<file path="src/hdl/mme_pkg.sv">
`default_nettype none

package mme_pkg;

  // Default sizing of the engine.
  localparam int DEF_MAX_DIM    = 8;
  localparam int DEF_ELEM_WIDTH = 16;

  // Fixed field widths.
  localparam int VALUE_W   = 40;
  localparam int RC_W      = 3;
  localparam int DIM_W     = 4;
  localparam int CFG_IDX_W = 2;

  // Configuration register indexes.
  typedef enum logic [CFG_IDX_W-1:0] {
    REG_ROWS_A    = 2'd0,
    REG_INNER_DIM = 2'd1,
    REG_COLS_B    = 2'd2,
    REG_UNUSED    = 2'd3
  } cfg_reg_t;

endpackage

`default_nettype wire

</file>
<file path="src/hdl/matrix_multiply_engine.sv">
`default_nettype none

// Channel   Direction  Handshake             Payload
// -------   ---------  --------------------  ---------------------------------------------
// input     in         in_valid / in_ready   element_value
// output    out        out_valid / out_ready product_value, result_row, result_col, last_entry
// config    in         cfg_we (no wait)      cfg_index, cfg_data
//
// in_ready is high throughout loading. After the last B element, every entry of C is
// accumulated over inner_dim products on the single shared multiplier, and then the
// read, multiply and accumulate stages drain before the output is loaded, and the next
// entry starts only once that load has taken place.
// The stores need no clearing after reset; rst clears the sequencer and the load count.
// A stalled output holds the next entry's accumulation at the output load step.

module matrix_multiply_engine
  import mme_pkg::*;
#(
  parameter int MAX_DIM    = DEF_MAX_DIM,
  parameter int ELEM_WIDTH = DEF_ELEM_WIDTH
) (
  input  wire                         clk,
  input  wire                         rst,
  input  wire                         cfg_we,
  input  wire [CFG_IDX_W-1:0]         cfg_index,
  input  wire [DIM_W-1:0]             cfg_data,
  input  wire                         in_valid,
  output logic                        in_ready,
  input  wire signed [ELEM_WIDTH-1:0] element_value,
  output logic                        out_valid,
  input  wire                         out_ready,
  output logic signed [VALUE_W-1:0]   product_value,
  output logic [RC_W-1:0]             result_row,
  output logic [RC_W-1:0]             result_col,
  output logic                        last_entry
);

  localparam int DEPTH = MAX_DIM * MAX_DIM;
  localparam int AW    = $clog2(DEPTH);
  localparam int IW    = $clog2(MAX_DIM);
  localparam int DW    = $clog2(MAX_DIM + 1);
  localparam int CW    = $clog2(2 * DEPTH + 1);
  localparam int PW    = 2 * ELEM_WIDTH;

  typedef enum logic [2:0] {
    S_LOAD  = 3'b001,
    S_MAC   = 3'b010,
    S_DRAIN = 3'b100
  } state_t;

  // Clamp a register to the range 1..MAX_DIM.
  function automatic logic [DW-1:0] eff_dim(input logic [DIM_W-1:0] r);
    logic [DW-1:0] d;
    if (r == '0) begin
      d = DW'(1);
    end else if (32'(r) > MAX_DIM) begin
      d = DW'(MAX_DIM);
    end else begin
      d = DW'(r);
    end
    return d;
  endfunction

  state_t                 state, state_next;
  logic [DIM_W-1:0]       rows_a, inner_dim, cols_b;
  logic [CW-1:0]          load_count, load_count_next;
  logic [IW-1:0]          idx_i, idx_i_next, idx_j, idx_j_next, idx_k, idx_k_next;
  logic [AW-1:0]          a_base, a_base_next, a_addr, a_addr_next, b_addr, b_addr_next;
  logic signed [VALUE_W-1:0] acc, acc_next;
  logic                   done_flag, done_flag_next;
  logic                   rd_v, rd_last, prod_v, prod_last;
  logic signed [ELEM_WIDTH-1:0] rd_a, rd_b;
  logic signed [PW-1:0]   prod;
  logic signed [ELEM_WIDTH-1:0] left_mem  [DEPTH];
  logic signed [ELEM_WIDTH-1:0] right_mem [DEPTH];

  logic [DW-1:0] ra, id, cb;
  logic [CW-1:0] a_len, total, pos;
  logic          in_xfer, out_free, emit, entry_last, k_last;

  assign ra       = eff_dim(rows_a);
  assign id       = eff_dim(inner_dim);
  assign cb       = eff_dim(cols_b);
  assign a_len    = CW'(ra) * CW'(id);
  assign total    = a_len + CW'(id) * CW'(cb);
  assign pos      = (load_count >= total) ? '0 : load_count;
  assign in_ready = (state == S_LOAD);
  assign in_xfer  = in_valid && in_ready;
  assign out_free = !out_valid || out_ready;
  assign k_last   = (idx_k == IW'(id - DW'(1)));
  assign entry_last = (idx_i == IW'(ra - DW'(1))) && (idx_j == IW'(cb - DW'(1)));
  assign emit     = (state == S_DRAIN) && done_flag && out_free;

  // Configuration registers.
  always_ff @(posedge clk) begin
    if (rst) begin
      rows_a    <= DIM_W'(8);
      inner_dim <= DIM_W'(8);
      cols_b    <= DIM_W'(8);
    end else if (cfg_we) begin
      case (cfg_index)
        REG_ROWS_A:    rows_a    <= cfg_data;
        REG_INNER_DIM: inner_dim <= cfg_data;
        REG_COLS_B:    cols_b    <= cfg_data;
        default:       ;
      endcase
    end
  end

  // Element stores, written while loading and read by the multiply sequencer.
  always_ff @(posedge clk) begin
    if (in_xfer) begin
      if (pos < a_len) begin
        left_mem[AW'(pos)] <= element_value;
      end else begin
        right_mem[AW'(pos - a_len)] <= element_value;
      end
    end
  end

  always_ff @(posedge clk) begin
    if (state == S_MAC) begin
      rd_a <= left_mem[a_addr];
      rd_b <= right_mem[b_addr];
    end
  end

  // Shared multiplier stage.
  always_ff @(posedge clk) begin
    prod <= rd_a * rd_b;
  end

  // Pipeline control bits.
  always_ff @(posedge clk) begin
    if (rst) begin
      rd_v      <= 1'b0;
      rd_last   <= 1'b0;
      prod_v    <= 1'b0;
      prod_last <= 1'b0;
    end else begin
      rd_v      <= (state == S_MAC);
      rd_last   <= (state == S_MAC) && k_last;
      prod_v    <= rd_v;
      prod_last <= rd_v && rd_last;
    end
  end

  // Sequencer next-state logic.
  always_comb begin
    state_next      = state;
    load_count_next = load_count;
    idx_i_next      = idx_i;
    idx_j_next      = idx_j;
    idx_k_next      = idx_k;
    a_base_next     = a_base;
    a_addr_next     = a_addr;
    b_addr_next     = b_addr;
    acc_next        = acc;
    done_flag_next  = done_flag;

    if (prod_v) begin
      acc_next = acc + VALUE_W'(prod);
    end
    if (prod_v && prod_last) begin
      done_flag_next = 1'b1;
    end

    case (state)
      S_LOAD: begin
        if (in_xfer) begin
          if (pos + CW'(1) >= total) begin
            load_count_next = '0;
            idx_i_next      = '0;
            idx_j_next      = '0;
            idx_k_next      = '0;
            a_base_next     = '0;
            a_addr_next     = '0;
            b_addr_next     = '0;
            acc_next        = '0;
            done_flag_next  = 1'b0;
            state_next      = S_MAC;
          end else begin
            load_count_next = pos + CW'(1);
          end
        end
      end
      S_MAC: begin
        idx_k_next  = idx_k + IW'(1);
        a_addr_next = a_addr + AW'(1);
        b_addr_next = b_addr + AW'(cb);
        if (k_last) begin
          state_next = S_DRAIN;
        end
      end
      S_DRAIN: begin
        if (emit) begin
          acc_next       = '0;
          done_flag_next = 1'b0;
          idx_k_next     = '0;
          if (entry_last) begin
            state_next = S_LOAD;
          end else begin
            state_next = S_MAC;
            if (idx_j == IW'(cb - DW'(1))) begin
              idx_j_next  = '0;
              idx_i_next  = idx_i + IW'(1);
              a_base_next = a_base + AW'(id);
              a_addr_next = a_base + AW'(id);
              b_addr_next = '0;
            end else begin
              idx_j_next  = idx_j + IW'(1);
              a_addr_next = a_base;
              b_addr_next = AW'(idx_j + IW'(1));
            end
          end
        end
      end
      default: begin
        state_next = S_LOAD;
      end
    endcase

    // A register write restarts loading.
    if (cfg_we) begin
      load_count_next = '0;
    end
  end

  // Sequencer registers.
  always_ff @(posedge clk) begin
    if (rst) begin
      state      <= S_LOAD;
      load_count <= '0;
      done_flag  <= 1'b0;
    end else begin
      state      <= state_next;
      load_count <= load_count_next;
      done_flag  <= done_flag_next;
    end
  end

  always_ff @(posedge clk) begin
    idx_i  <= idx_i_next;
    idx_j  <= idx_j_next;
    idx_k  <= idx_k_next;
    a_base <= a_base_next;
    a_addr <= a_addr_next;
    b_addr <= b_addr_next;
    acc    <= acc_next;
  end

  // Output register; the next entry computes while this one waits for a transfer.
  always_ff @(posedge clk) begin
    if (rst) begin
      out_valid <= 1'b0;
    end else if (emit) begin
      out_valid <= 1'b1;
    end else if (out_ready) begin
      out_valid <= 1'b0;
    end
  end

  always_ff @(posedge clk) begin
    if (emit) begin
      product_value <= acc;
      result_row    <= RC_W'(idx_i);
      result_col    <= RC_W'(idx_j);
      last_entry    <= entry_last;
    end
  end

endmodule

`default_nettype wire

</file>
<file path="config.mk">
export PLATFORM = sky130hd
export DESIGN_NAME = matrix_multiply_engine
export DESIGN_NICKNAME = d
export VERILOG_FILES = /design/src/hdl/mme_pkg.sv /design/src/hdl/matrix_multiply_engine.sv
export SDC_FILE = /design/constraint.sdc
export NUM_CORES = 2
export LEC_CHECK = 0
export BUFFER_PORTS_ARGS = -buffer_cell sky130_fd_sc_hd__buf_2
export CAP_MARGIN = 20
export CORE_MARGIN = 5
export CORE_UTILIZATION = 57
export CTS_CLUSTER_DIAMETER = 50
export DETAILED_ROUTE_END_ITERATION = 16
export GPL_TIMING_DRIVEN = 0
export MAX_ROUTING_LAYER = met4
export PLACE_DENSITY = 0.76
export SLEW_MARGIN = 20
export SYNTH_ARGS = -nofsm -noshare
export SYNTH_HDL_FRONTEND = slang
export SYNTH_SLANG_ARGS = --single-unit
</file>
<file path="constraint.sdc">
create_clock -name clk -period 8.95 [get_ports clk]
set_input_delay 0.4475 -clock clk [delete_from_list [all_inputs] [get_ports clk]]
set_output_delay 0.4475 -clock clk [all_outputs]
set_load 0.005 [all_outputs]
</file>
==> flow_metrics.env <==
export IMPL_clock_tree_root_cell="clkbuf_16"
export IMPL_status="complete, no violations"
export IMPL_antenna_found_initial=20
export IMPL_syn_cell_area_um2=99400
export IMPL_critPathLaunch="inner_dim[3]"
export IMPL_area_growth_pct=15.0
export IMPL_highest_layer="met4"
export IMPL_end_kind="flop"
export IMPL_r2r_setup_slack_ns=0.07
export IMPL_yosysUniqueCellTypes=71
export IMPL_pre_cts_ws_ns=-2.04
export IMPL_final_min_clock_period_ns=8.88
export IMPL_syn_area_per_cell_um2=17.6
export IMPL_drt_first_pass_iters=6
export IMPL_first_iter_violations=8006
export IMPL_startpoint_type="flop"
export IMPL_insertion_delay_ns=0.86
export IMPL_cp_required_ns=9.41
export IMPL_ys_seq_elements=2255
export IMPL_finalHoldViolations=0
export IMPL_cts_made_buffers=222
export IMPL_wl_per_cell_um=30.7
export IMPL_wl_met2_um=130000
export IMPL_peakVddDrop_v=0.000194
export IMPL_crit_path_frequent_cell="fa_1"
export IMPL_slew_headroom_pct=20.9
export IMPL_chipWidth_um=428
export IMPL_ant_nets=0
export IMPL_rows=153
export IMPL_clk_pin_slew_ns=0.07
export IMPL_mostFrequentLayoutCell="edfxtp_1"
export IMPL_cp_endpoint="right_mem[32][9]"
export IMPL_cts_tree="built"
export IMPL_cpMaxStageDelayCell="xor2_1"
export IMPL_synthArstFlopShare_pct=0
export IMPL_synth_flop_cell="edfxtp_1"
export IMPL_cpPeakStageDelay_ns=0.62
export IMPL_route_detailed_drc=0
export IMPL_skew_ns=0.0471
export IMPL_worstMarginPinSlew_ns=1.19
export IMPL_io_buffers=74
export IMPL_hp_class="in -> reg"
export IMPL_total_leakage_power_nw=39.5
export IMPL_place_hpwl_um=174000
export IMPL_grt_use_total_pct=30.1
export IMPL_powerDensity_nw_per_um2=293
export IMPL_rr_startpoint="inner_dim[3]"
export IMPL_wl_met3_um=31100
export IMPL_critPathMaxFanout=16
export IMPL_setup_ws_ns=0.0669
export IMPL_arrival_ns=9.34
export IMPL_viasPerCell=6.48
export IMPL_nets=6680
export IMPL_finalPower_mw=33.5
export IMPL_num_io_pins=76
export IMPL_path_class="reg -> reg"
export IMPL_core_um2=174000
export IMPL_reg2reg_depth=29
export IMPL_layout_common_cells="edfxtp_1 (2154), mux4_2 (480), inv_1 (343)"
export IMPL_wirelength_um=267000
export IMPL_synth_nets=6148
export IMPL_synth_edf_count=2154
export IMPL_htreeDepth=4
export IMPL_final_max_slew_viol_count=0
export IMPL_vias=56500
export IMPL_r2r_end="right_mem[32][9]"
export IMPL_postLayoutCoreUtil_pct=65.9
export IMPL_die_area_um2=183000
export IMPL_drv_cap=0
export IMPL_setup_violations=0
export IMPL_grt_pass1_vias=56700
export IMPL_met1_length_um=93900
export IMPL_grt_remaining_overflow=0
export IMPL_ys_seq_area_share_pct=67.1
export IMPL_place_gp_congestion=0.938
export IMPL_grt_max_degree=101
export IMPL_cts_buffer_depth=3
export IMPL_cts_sinks=2255
export IMPL_fmax_ghz=0.113
export IMPL_initial_core_util_pct=57.3
export IMPL_final_period_utilization_pct=99.3
export IMPL_die_y_um=428
export IMPL_grt_pass1_wl_um=387000
export IMPL_synthCells=5658
export IMPL_fillerInstances=11100
export IMPL_ys_warnings_count=0
export IMPL_drive_gt1_share_pct=21.8
==> power by group <==
| group | switching, mW | internal, mW |
|---|---|---|
| clock | 4.09 | 5.18 |
| combinational | 7.24 | 4.84 |
| sequential | 0.209 | 11.9 |
==> metal layers <==
layer,up-vias,track usage (%)
li1,23000,-
met3,726,7.05
met5,-,-
met4,0,12.0
met2,3975,47.4
met1,28800,38.6
==> logic make-up (layout without fill, tap and decap cells) <==
group	after synthesis	in the layout	share of synthesized area [%]
buf+inv	599	1318	2.28
simple gates	833	833	3.85
compound gates	621	621	3.93
mux	777	777	13.9
xor+xnor	108	108	0.951
fa+ha+maj	465	465	7.95
other cells	0	21	0
flops	2255	2255	67.1
==> Yosys cell counts, types with 65 or more instances <==
cell type  instances  share of area, %
a21oi_1          218               1.1
edfxtp_1        2154                65
o21ai_0          106              0.53
mux4_2           480                11
mux2i_1          232               2.3
o22ai_1           76              0.48
inv_1            345               1.3
ha_1             184               2.3
mux2_2            65              0.74
nor2_1           242              0.91
nand2_1          300               1.1
fa_1             279               5.6
clkbuf_1         181              0.68
dfxtp_1          101               2.0
and2_1           114              0.72
==> state kept, by name (all words and copies together), names as in the netlist, 3 cells and up <==
name	count
rd_b	16
inner_dim	4
product_value	40
idx_i	3
idx_j	3
rows_a	4
right_mem	1024
result_col	3
left_mem	1024
cols_b	4
a_addr	6
a_base	6
b_addr	6
rd_a	16
idx_k	3
state	3
prod	32
acc	40
load_count	8
result_row	3
==> stage by stage <==
| stage | cell area, um^2 | hold WS [ns] | cells | setup TNS (ns) |
|---|---|---|---|---|
| 6_report | 114000 | 0.0210 | 8723 | 0 |
| 5_1_grt | 114000 | 0.0176 | 8719 | -12.35 |
| 4_1_cts | 113000 | 0.000128 | 8643 | -14.83 |
| 3_5_place_dp | 105000 | 0.453 | 8167 | -2713.74 |
| 3_3_place_gp | 103000 | 0.445 | 8057 | -3643.06 |
| 2_1_floorplan | 99500 | 0.406 | 5658 | 0 |
==> layout make-up <==
class / count / area, um^2 / area share, %
well taps: 2325 / 2910 / 2.54
multi-input cells: 2804 / 31600 / 27.6
repair buffers: 308 / 3560 / 3.11
clock buffers: 271 / 5760 / 5.04
inverters: 346 / 1300 / 1.14
clock inverters: 140 / 1430 / 1.25
flip-flops and latches: 2255 / 66700 / 58.3
plain buffers: 253 / 1020 / 0.888
diodes: 21 / 52.6 / 0.0460
==> timing repair <==
item	CTS	global route
pin swaps	46	32
endpoints found under the hold margin	112	0
cloned	1	3
resized for setup	139	60
buffers inserted	49	55
hold buffers	15	0
endpoints found under the setup margin	2125	2116
==> worst max-delay path, delay by kind of cell, from the launching register on <==
kind	cells	cell delay, ns
flip-flops	1	0.35
AND/OR/NAND/NOR	6	1.83
adder cells (fa/ha/maj)	9	3.68
buffers and inverters	5	0.47
AO/OA/AOI/OAI	8	1.49
XOR/XNOR	1	0.62
==> how the worst min path moves through the flow <==
stage,from,end,cells past startpoint
global placement,acc[27],product_value[27],0
finish,element_value[5],right_mem[54][5],1
CTS,element_value[8],right_mem[37][8],1
global route,element_value[5],right_mem[53][5],1
detailed placement,acc[33],product_value[33],0
floorplan,rd_last,prod_last,1
No activity file was read; power rests on OpenSTA's default activity.
